`config.mk`:
```
export PLATFORM = sky130hd
export DESIGN_NAME = process_slot_table_scheduler_core
export DESIGN_NICKNAME = d
export VERILOG_FILES = /design/src/rtl/pst_pkg.sv /design/src/rtl/pst_slot_table.sv /design/src/rtl/process_slot_table_scheduler_core.sv
export SDC_FILE = /design/constraint.sdc
export NUM_CORES = 1
export LEC_CHECK = 0
export BUFFER_PORTS_ARGS = -buffer_cell sky130_fd_sc_hd__buf_4
export CELL_PAD_IN_SITES_DETAIL_PLACEMENT = 0
export CELL_PAD_IN_SITES_GLOBAL_PLACEMENT = 2
export CORE_UTILIZATION = 36
export DETAILED_ROUTE_END_ITERATION = 10
export PLACE_DENSITY = 0.66
export SYNTH_ARGS = -nofsm -noshare
export SYNTH_HDL_FRONTEND = slang
export SYNTH_HIERARCHICAL = 1
export SYNTH_SLANG_ARGS = --single-unit
```
`constraint.sdc`:
```
create_clock -name clk -period 15.6 [get_ports clk]
set_input_delay 1.56 -clock clk [delete_from_list [all_inputs] [get_ports clk]]
set_output_delay 1.56 -clock clk [all_outputs]
set_load 0.02 [all_outputs]
```
`src/rtl/pst_pkg.sv`:
```
`timescale 1ns / 1ps
// ----------------------------------------------------------------------------
// Process slot table scheduler package
// Shared sizes, operation and slot state codes, table write bundle.
// ----------------------------------------------------------------------------
package pst_pkg;

  localparam int PROCESS_SLOTS = 8;
  localparam int SLOT_W        = (PROCESS_SLOTS > 2) ? $clog2(PROCESS_SLOTS) : 1;
  localparam int ID_W          = 31;
  localparam int IDX_W         = 3;

  typedef enum logic [1:0] {
    FN_ALLOC   = 2'd0,
    FN_RELEASE = 2'd1,
    FN_SCHED   = 2'd2,
    FN_REQUEUE = 2'd3
  } func_t;

  typedef enum logic [1:0] {
    ST_FREE    = 2'd0,
    ST_READY   = 2'd1,
    ST_RUNNING = 2'd2,
    ST_BLOCKED = 2'd3
  } status_t;

  typedef struct packed {
    logic              st_en;
    status_t           status;
    logic              id_en;
    logic [ID_W-1:0]   id;
  } tbl_wr_t;

endpackage

```
`src/rtl/pst_slot_table.sv`:
```
`timescale 1ns / 1ps
// ----------------------------------------------------------------------------
// Process slot table
// Per-slot state and id registers with one shared read/write index.
// ----------------------------------------------------------------------------
module pst_slot_table (
  input  logic                      clk,
  input  logic                      rst_n,
  input  logic [pst_pkg::SLOT_W-1:0] idx,
  input  pst_pkg::tbl_wr_t          wr,
  output pst_pkg::status_t          rd_status,
  output logic [pst_pkg::ID_W-1:0]  rd_id
);

  pst_pkg::status_t          status_r [pst_pkg::PROCESS_SLOTS];
  logic [pst_pkg::ID_W-1:0]  id_r     [pst_pkg::PROCESS_SLOTS];

  always_ff @(posedge clk) begin
    if (!rst_n) begin
      for (int k = 0; k < pst_pkg::PROCESS_SLOTS; k++) begin
        status_r[k] <= pst_pkg::ST_FREE;
        id_r[k]     <= '0;
      end
    end else begin
      if (wr.st_en) begin
        status_r[idx] <= wr.status;
      end
      if (wr.id_en) begin
        id_r[idx] <= wr.id;
      end
    end
  end

  assign rd_status = status_r[idx];
  assign rd_id     = id_r[idx];

endmodule

```
`src/rtl/process_slot_table_scheduler_core.sv`:
```
`timescale 1ns / 1ps
// ----------------------------------------------------------------------------
// Process slot table scheduler core
// Allocate, release, round-robin schedule and requeue over a slot table,
// one slot examined per cycle by a single compare step.
// ----------------------------------------------------------------------------
// Channel   Ports                              Direction  Word
// input     in_valid/in_ready                  in         in_func, in_slot_index
// result    out_valid/out_ready                out        out_found, out_slot_out, out_id_out
//
// Allocate and schedule visit one slot per cycle, up to PROCESS_SLOTS slots in
// the scan, then hold the registered result in the output state.
// Release and requeue do their work in the execute state, then register the result.
// in_ready is high only while idle; a stalled result holds the block.
// Reset (synchronous) frees all slots, clears ids, sets the id counter to 1.
// ----------------------------------------------------------------------------
module process_slot_table_scheduler_core (
  input  logic                      clk,
  input  logic                      rst_n,
  input  logic                      in_valid,
  output logic                      in_ready,
  input  logic [1:0]                in_func,
  input  logic [2:0]                in_slot_index,
  output logic                      out_valid,
  input  logic                      out_ready,
  output logic                      out_found,
  output logic [2:0]                out_slot_out,
  output logic [30:0]               out_id_out
);

  localparam int SW  = pst_pkg::SLOT_W;
  localparam int IW  = pst_pkg::ID_W;
  localparam int CW  = $clog2(pst_pkg::PROCESS_SLOTS + 1) + pst_pkg::IDX_W;

  typedef enum logic [3:0] {
    S_IDLE = 4'b0001,
    S_SCAN = 4'b0010,
    S_EXEC = 4'b0100,
    S_OUT  = 4'b1000
  } state_t;

  state_t                  state_r, state_nxt;
  pst_pkg::func_t          func_r, func_nxt;
  logic [SW-1:0]           ptr_r, ptr_nxt;
  logic [SW-1:0]           cnt_r, cnt_nxt;
  logic [2:0]              idx_r, idx_nxt;
  logic                    range_r, range_nxt;
  logic [IW-1:0]           next_id_r, next_id_nxt;
  logic                    cur_valid_r, cur_valid_nxt;
  logic [SW-1:0]           cur_r, cur_nxt;
  logic                    found_r, found_nxt;
  logic [2:0]              slot_r, slot_nxt;
  logic [IW-1:0]           id_r, id_nxt;

  pst_pkg::tbl_wr_t        wr;
  pst_pkg::status_t        rd_status;
  logic [IW-1:0]           rd_id;
  logic                    last;

  function automatic logic [SW-1:0] wrap_inc(input logic [SW-1:0] s);
    wrap_inc = (s == SW'(pst_pkg::PROCESS_SLOTS - 1)) ? '0 : s + 1'b1;
  endfunction

  pst_slot_table u_table (
    .clk       (clk),
    .rst_n     (rst_n),
    .idx       (ptr_r),
    .wr        (wr),
    .rd_status (rd_status),
    .rd_id     (rd_id)
  );

  assign last = (cnt_r == SW'(pst_pkg::PROCESS_SLOTS - 1));

  always_comb begin
    state_nxt     = state_r;
    func_nxt      = func_r;
    ptr_nxt       = ptr_r;
    cnt_nxt       = cnt_r;
    idx_nxt       = idx_r;
    range_nxt     = range_r;
    next_id_nxt   = next_id_r;
    cur_valid_nxt = cur_valid_r;
    cur_nxt       = cur_r;
    found_nxt     = found_r;
    slot_nxt      = slot_r;
    id_nxt        = id_r;
    wr            = '0;

    case (state_r)
      S_IDLE: begin
        if (in_valid) begin
          func_nxt  = pst_pkg::func_t'(in_func);
          idx_nxt   = in_slot_index;
          range_nxt = ({{(CW - 3){1'b0}}, in_slot_index} < CW'(pst_pkg::PROCESS_SLOTS));
          cnt_nxt   = '0;
          case (pst_pkg::func_t'(in_func))
            pst_pkg::FN_ALLOC: begin
              ptr_nxt   = '0;
              state_nxt = S_SCAN;
            end
            pst_pkg::FN_SCHED: begin
              ptr_nxt   = cur_valid_r ? wrap_inc(cur_r) : '0;
              state_nxt = S_SCAN;
            end
            default: begin
              ptr_nxt   = SW'(in_slot_index);
              state_nxt = S_EXEC;
            end
          endcase
        end
      end

      S_SCAN: begin
        if (func_r == pst_pkg::FN_ALLOC && rd_status == pst_pkg::ST_FREE) begin
          wr.st_en    = 1'b1;
          wr.status   = pst_pkg::ST_READY;
          wr.id_en    = 1'b1;
          wr.id       = next_id_r;
          next_id_nxt = (next_id_r == '1) ? IW'(1) : next_id_r + 1'b1;
          found_nxt   = 1'b1;
          slot_nxt    = 3'(ptr_r);
          id_nxt      = next_id_r;
          state_nxt   = S_OUT;
        end else if (func_r == pst_pkg::FN_SCHED && rd_status == pst_pkg::ST_READY) begin
          wr.st_en      = 1'b1;
          wr.status     = pst_pkg::ST_RUNNING;
          cur_nxt       = ptr_r;
          cur_valid_nxt = 1'b1;
          found_nxt     = 1'b1;
          slot_nxt      = 3'(ptr_r);
          id_nxt        = rd_id;
          state_nxt     = S_OUT;
        end else if (last) begin
          found_nxt = 1'b0;
          slot_nxt  = '0;
          id_nxt    = '0;
          state_nxt = S_OUT;
        end else begin
          ptr_nxt = wrap_inc(ptr_r);
          cnt_nxt = cnt_r + 1'b1;
        end
      end

      S_EXEC: begin
        slot_nxt  = idx_r;
        state_nxt = S_OUT;
        if (!range_r) begin
          found_nxt = 1'b0;
          id_nxt    = '0;
        end else if (func_r == pst_pkg::FN_RELEASE) begin
          wr.st_en  = 1'b1;
          wr.status = pst_pkg::ST_FREE;
          wr.id_en  = 1'b1;
          wr.id     = '0;
          found_nxt = 1'b1;
          id_nxt    = '0;
        end else if (rd_status == pst_pkg::ST_FREE) begin
          found_nxt = 1'b0;
          id_nxt    = '0;
        end else begin
          wr.st_en  = 1'b1;
          wr.status = pst_pkg::ST_READY;
          found_nxt = 1'b1;
          id_nxt    = rd_id;
        end
      end

      S_OUT: begin
        if (out_ready) begin
          state_nxt = S_IDLE;
        end
      end

      default: begin
        state_nxt = S_IDLE;
      end
    endcase
  end

  always_ff @(posedge clk) begin
    if (!rst_n) begin
      state_r     <= S_IDLE;
      next_id_r   <= IW'(1);
      cur_valid_r <= 1'b0;
      cur_r       <= '0;
    end else begin
      state_r     <= state_nxt;
      next_id_r   <= next_id_nxt;
      cur_valid_r <= cur_valid_nxt;
      cur_r       <= cur_nxt;
    end
  end

  always_ff @(posedge clk) begin
    func_r  <= func_nxt;
    ptr_r   <= ptr_nxt;
    cnt_r   <= cnt_nxt;
    idx_r   <= idx_nxt;
    range_r <= range_nxt;
    found_r <= found_nxt;
    slot_r  <= slot_nxt;
    id_r    <= id_nxt;
  end

  assign in_ready     = (state_r == S_IDLE);
  assign out_valid    = (state_r == S_OUT);
  assign out_found    = found_r;
  assign out_slot_out = slot_r;
  assign out_id_out   = id_r;

endmodule
```
==> out/qor.yml, run 1 <==
cts_resized: 0
maxCapViolCount: 0
rr_worst_depth: 10
grt_pass1_vias: 10100
post_cts_buffers: 0
worstPathRequired_ns: 15.83
hold_start: "cur_valid_r$_SDFFE_PN0P_"
p_comb_share_pct: 9.5
cts-root-buf: "clkbuf_16"
core_area_mm2: 0.04432
yosys_warnings: 6
setup_viol: 0
rows: 77
antenna_found_initial: 2
die_area_mm2: 0.04580
synth_top_cell_by_area: "edfxtp_1"
route.vias.total: 10170
drtPass1Iterations: 5
die_x_um: 214.0
cp_data_arrival_time_ns: 5.31
drc_errors: 0
startpoint_type: "register"
drive_gt1_share_pct: 17.15
nFillCells: 4135
cts_tree: "built"
slew_headroom_pct: 31.21
synthTopCellsByArea: "edfxtp_1 58%, nor3_1 8.0%, mux4_1 6.7%, dfxtp_1 4.8%, mux4_2 3.5%"
crit-reg2reg-launch: "ptr_r[1]$_DFFE_PP_"
synthCells: 1174
finalCriticalPeriod_ns: 5.076
portBuffers: 45
final_antenna_net_count: 0
syn-num-nets: 1190
clkPwrFrac_pct: 42.0
multiInputGateArea_mm2: 0.005537
grt_pass1_wl_um: 66100
r2r_slack_ns: 10.52
cts_hold_buf: 0
pin_count: 46
fin_crit_sh_pct: 32.54
ys.flop_type: "edfxtp_1"
ys_seq_elements: 349
gp_congestion: 0.7744
max_clock_freq_ghz: 0.1970
tns_ns: 0
synth_enable_flop_cells: 310
r2r_end: "u_table/id_r[4][28]$_SDFFCE_PN0P_"
yosys.cell_types.count: 53
clkTransAtPathRegs_ns: 0.06
dp_hpwl_um: 26160
async_reset_ff_share_pct: 0
die_h_um: 214.0
slew_violations: 0
synth.yosys.seq_area_share_pct: 62.35
status: "finished clean"
leakagePower_uw: 0.005840
via_per_inst: 5.672
dp.cells: 1725
drt_iter0_markers: 751
clock_path_buffers: 3
p_switching_uw: 516.2
rsz0062_at_grt: "no"
min_path_cells: 1
grt_overflow: 0
finalPower_uw: 2199
avgSynthCellArea_um2: 13.78
grt_use_total_pct: 19.12
powerDensity_mw_per_mm2: 120.2
ir_drop_mv: 0.06473
synth.top_cell.area_share_pct: 57.53
finClkSkew_ns: 0.01371
start_util_pct: 36.51
cts_buffers: 39
drt_wl_total_um: 43370
post-route-util_pct: 41.28
pwr-share-seq_pct: 48.5
netSwitchingFraction_pct: 23.47
hold_class: "register to register"
worstSetupEndpoint: "u_table/id_r[4][28]$_SDFFCE_PN0P_"
htree_num_levels: 2
fin_cells: 1793
crit_path_max_fanout: 43
cts_sinks: 349
syn_to_final_growth_pct: 13.05
synth_area_mm2: 0.01618
fin_nets: 1190
worstMarginPinSlew_ns: 1.029
hold_viol: 0
drt-wirelength-per-cell_um: 24.19
grt_max_degree: 93
diodes: 0
crit_start: "ptr_r[1]$_DFFE_PP_"
path_class: "register to register"
endpoint_kind: "register"
internal_power_uw: 1683
clk_latency_ns: 0.55
seqCellArea_mm2: 0.01009
## cells in the mapped netlist, types with 7 or more instances
| cell | instances |
|---|---|
| and3_1 | 34 |
| mux4_2 | 25 |
| mux2_2 | 33 |
| edfxtp_1 | 310 |
| nand2_1 | 19 |
| dfxtp_1 | 39 |
| or3_1 | 10 |
| a22o_1 | 34 |
| nand2b_1 | 7 |
| and4_1 | 8 |
| o21ai_0 | 29 |
| buf_2 | 21 |
| a21oi_1 | 30 |
| clkinv_1 | 31 |
| nor2_1 | 36 |
| nand3_1 | 13 |
| buf_1 | 12 |
| buf_6 | 15 |
| ha_1 | 7 |
| nand4_1 | 16 |
| o31ai_1 | 12 |
| or4_1 | 12 |
| and2_1 | 7 |
| clkbuf_1 | 63 |
| mux4_1 | 41 |
| nor3_1 | 258 |
## cells in the final DEF (no fill, tap or decap), types with 7 or more instances in the layout
master	n
nand2_1	18
edfxtp_1	310
clkinv_1	35
or4_1	12
nor3_1	257
or3_1	10
nand3_1	12
clkbuf_1	12
o31ai_1	12
o21ai_0	21
mux4_1	41
nor2_1	35
a21oi_1	30
a22o_1	34
and2_1	7
ha_1	7
mux2_2	33
clkbuf_16	41
nand4_1	16
o21ai_4	8
buf_4	71
mux4_2	25
dfxtp_1	39
and3_1	34
and4_1	8
## how the worst min path moves through the flow
| stage | slack (ns) | end |
|---|---|---|
| 2_1_floorplan | 0.44 | cur_valid_r$_SDFFE_PN0P_ |
| 3_3_place_gp | 0.45 | cur_valid_r$_SDFFE_PN0P_ |
| 3_5_place_dp | 0.46 | cur_valid_r$_SDFFE_PN0P_ |
| 4_1_cts | 0.47 | cur_valid_r$_SDFFE_PN0P_ |
| 5_1_grt | 0.49 | cur_valid_r$_SDFFE_PN0P_ |
| 6_report | 0.47 | cur_valid_r$_SDFFE_PN0P_ |
## metrics by stage
step	setup slack, ns	hold slack [ns]	instance area [um2]
6_report	10.52	0.4660	18290
5_1_grt	10.29	0.4911	18290
4_1_cts	10.55	0.4707	18290
3_5_place_dp	10.56	0.4557	17040
3_3_place_gp	10.62	0.4505	17040
2_1_floorplan	10.40	0.4406	16180
## layout make-up
class / instances / share of cell area, %
flip-flops and latches: 349 / 55.15
repair buffers: 71 / 2.914
well taps: 592 / 4.049
inverters: 36 / 0.7387
clock buffers: 55 / 6.005
multi-input cells: 677 / 30.26
clock inverters: 13 / 0.8755
## worst max-delay path: stages (launching register included)
cell	delay, ns
edfxtp_1	0.35
buf_4	0.55
mux4_1	0.63
mux2_2	0.36
nor4_4	0.21
buf_4	0.38
nand2_1	0.27
nand2_1	0.27
nand3_4	0.46
o21ai_4	0.79
buf_4	0.41
## routing by layer
| metal | routed length [um] | track usage, % | up-vias |
|---|---|---|---|
| met5 | 32 | 0 | - |
| met4 | 820 | 5.012 | 4 |
| met3 | 1941 | 3.518 | 63 |
| met2 | 19340 | 28.60 | 216 |
| met1 | 21230 | 28.45 | 5240 |
| li1 | - | - | 4647 |
## power by group through the flow
stage	clock, uW	combinational, uW	sequential [uW]
finish	923	210	1070
global route	980	223	1070
CTS	946	212	1070
detailed placement	0	211	1090
global placement	0	212	1080
floorplan	0	141	1090
## sequential cells by signal, summed over array words and instances, names as in the netlist
name / cells
func_r: 2
u_table/id_r: 248
state_r: 4
cur_valid_r: 1
next_id_r: 31
u_table/status_r: 16
out_found: 1
ptr_r: 3
cur_r: 3
idx_r: 3
cnt_r: 3
out_slot_out: 3
out_id_out: 31
## kinds of logic after synthesis
family | Yosys count | share of synthesized area (%)
AO/OA/AOI/OAI | 120 | 5.011
XOR/XNOR | 7 | 0.3789
adder cells (fa/ha/maj) | 7 | 0.5412
buffers and inverters | 148 | 4.315
flip-flops | 349 | 62.35
multiplexers | 102 | 12.62
AND/OR/NAND/NOR | 441 | 14.78
Power figures use the tool's default switching activity.
==> run 2: changes to the inputs <==
Settings changed: ABC_AREA from default to 1, CORE_UTILIZATION 36 to 35, PLACE_DENSITY 0.66 to 0.76.
Clock period 15.6 ns to 4.6 ns, I/O delays scaled along.
==> out/qor.yml, run 2 <==
status: "finished clean"
hold_viol: 0
diodes: 0
maxCapViolCount: 0
ys.flop_type: "edfxtp_1"
die_x_um: 221.4
pin_count: 46
clkTransAtPathRegs_ns: 0.05
grt_pass1_vias: 12730
finalCriticalPeriod_ns: 3.215
synth_top_cell_by_area: "edfxtp_1"
tns_ns: 0
clkPwrFrac_pct: 40.5
crit_top_cell: "nand2_1"
synth_common_cells: "844 x nand2_1, 377 x nor2_1, 310 x edfxtp_1, 135 x inv_1, 61 x buf_2"
cts_resized: 0
dp_hpwl_um: 31120
rows: 80
pwr-share-seq_pct: 46.4
max_stage_delay_ns: 0.83
route.vias.total: 12990
final_area_mm2: 0.01904
grt_max_degree: 70
powerDensity_mw_per_mm2: 410.2
grt_overflow: 0
worstPathRequired_ns: 4.76
htree_num_levels: 2
max_clock_freq_ghz: 0.3111
cts_sinks: 349
startpoint_type: "register"
final_antenna_net_count: 0
p_switching_uw: 2118
via_per_inst: 4.868
path_class: "register to register"
hold_class: "input pin to register"
internal_power_uw: 5694
clock_path_buffers: 3
synth_area_mm2: 0.01685
endpoint_kind: "register"
slew_headroom_pct: 25.06
async_reset_ff_share_pct: 0
crit_path_max_fanout: 31
drive_gt1_share_pct: 7.940
start_util_pct: 35.36
r2r_slack_ns: 1.39
drc_errors: 0
drtPass1Iterations: 5
synthCells: 2002
cp_slowest_cell: "nand2_2"
yosys_warnings: 6
netSwitchingFraction_pct: 27.11
synth_enable_flop_cells: 310
fin_nets: 2041
grt_use_total_pct: 21.08
cts_hold_buf: 0
synthTopCellsByArea: "edfxtp_1 55%, nand2_1 19%, nor2_1 8.4%, dfxtp_1 4.6%, inv_1 3.0%"
synth.most_common_cell: "nand2_1"
drt-wirelength-per-cell_um: 19.13
worstMarginPinSlew_ns: 1.120
setup_viol: 0
cp_data_arrival_time_ns: 3.38
avgSynthCellArea_um2: 8.415
finClkSkew_ns: 0.01848
ir_drop_mv: 0.2950
cts-root-buf: "clkbuf_16"
final_cell_mix: "836 x nand2_1, 377 x nor2_1, 310 x edfxtp_1"
gp_congestion: 0.8318
cts_tree: "built"
drt_iter0_markers: 823
cts_buffers: 42
largest_reg_flops: 248
syn_to_final_growth_pct: 13.05
slew_violations: 0
crit_chain: "inv_4, nand2_1, nand2_1, nand2_1, nand2_1, nand2_1, nand2_1, nor2_1, nand2_2, inv_1, nand2_1, o21ai_0, nand2_1, inv_2, nand2_1, nand2_2"
top_register: "u_table/id_r"
drt_wl_total_um: 51050
ys_seq_elements: 349
synth.yosys.seq_area_share_pct: 59.89
core_area_mm2: 0.04765
place_area_mm2: 0.01775
leakagePower_uw: 0.007558
portBuffers: 45
die_area_mm2: 0.04901
final_common_cell: "nand2_1"
yosys.cell_types.count: 33
syn-num-nets: 2018
rsz0062_at_grt: "no"
synth.top_cell.area_share_pct: 55.26
antenna_found_initial: 0
fin_crit_sh_pct: 69.89
die_h_um: 221.4
clk_latency_ns: 0.57
grt_pass1_wl_um: 77340
post_cts_buffers: 0
p_comb_share_pct: 13.2
==> run 2: changes by cell type after synthesis, sizes merged, moves of 34 or more <==
cell,before,now
inv,5,143
clkbuf,63,28
a22o,34,0
nor2,36,388
nand2,19,849
mux4,66,0
nor3,258,20
==> run 2: cell families (layout without fill, tap and decap cells) <==
logic type	after synthesis	after routing	synth area share, %
adders and majority gates	7	7	0.5199
xor gates and xnor gates	6	6	0.3119
buffers and inverters	239	290	5.845
and+or+nand+nor	1311	1311	30.52
AOI/OAI and AO/OA	90	90	2.912
DFF	349	349	59.89
==> run 2: cell type report <==
| cell class | instances | area [um2] |
|---|---|---|
| inverters | 143 | 539.3 |
| flip-flops and latches | 349 | 10090 |
| multi-input cells | 1414 | 5792 |
| fillers | 4841 | 28600 |
| clock inverters | 17 | 127.6 |
| clock buffers | 55 | 1164 |
| well taps | 615 | 769.5 |
| repair buffers | 75 | 563.0 |
==> run 2: metal layers <==
layer  global-route usage [%]  up-vias  wire length (um)
met1                    27.12     6255             22590
li1                         -     6407                 -
met4                    8.369        0              1736
met3                    2.974       77              2059
met5                        0        -                 0
met2                    35.75      248             24660
==> run 2: worst paths after layout <==
path                       startpoint                           endpoint  cells after the start
max                ptr_r[0]$_DFFE_PP_  u_table/id_r[0][17]$_SDFFCE_PN0P_                     16
min                        in_func[1]                func_r[1]$_DFFE_PP_                      1
max reg2reg        ptr_r[0]$_DFFE_PP_  u_table/id_r[0][17]$_SDFFCE_PN0P_                     16
min reg2reg  cur_valid_r$_SDFFE_PN0P_           cur_valid_r$_SDFFE_PN0P_                      2
==> run 2: stage by stage <==
| step | std cells | util, % | hold slack [ns] | setup WS [ns] | total power [uW] |
|---|---|---|---|---|---|
| floorplan | 2002 | - | 0.4515 | 0.8542 | 4364 |
| global placement | 2596 | 37.26 | 0.4828 | 1.479 | 4736 |
| detailed placement | 2596 | 37.26 | 0.4811 | 1.382 | 4737 |
| CTS | 2668 | 39.97 | 0.04885 | 1.350 | 7913 |
| global route | 2668 | 39.97 | 0.05674 | 1.036 | 8145 |
| finish | 2668 | 39.97 | 0.08182 | 1.385 | 7813 |
==> run 2: critical path, delay by kind of cell (launching register included) <==
family / cells / cell delay, ns
simple gates: 12 / 1.67
flops: 1 / 0.71
buf+inv: 3 / 0.31
compound gates: 1 / 0.09
==> run 2: power by group through the flow <==
stage | sequential, uW | combinational (uW) | clock (uW)
CTS | 3620 | 1050 | 3240
global route | 3630 | 1170 | 3340
finish | 3620 | 1030 | 3160
detailed placement | 3690 | 1050 | 0
floorplan | 3670 | 694 | 0
global placement | 3680 | 1050 | 0
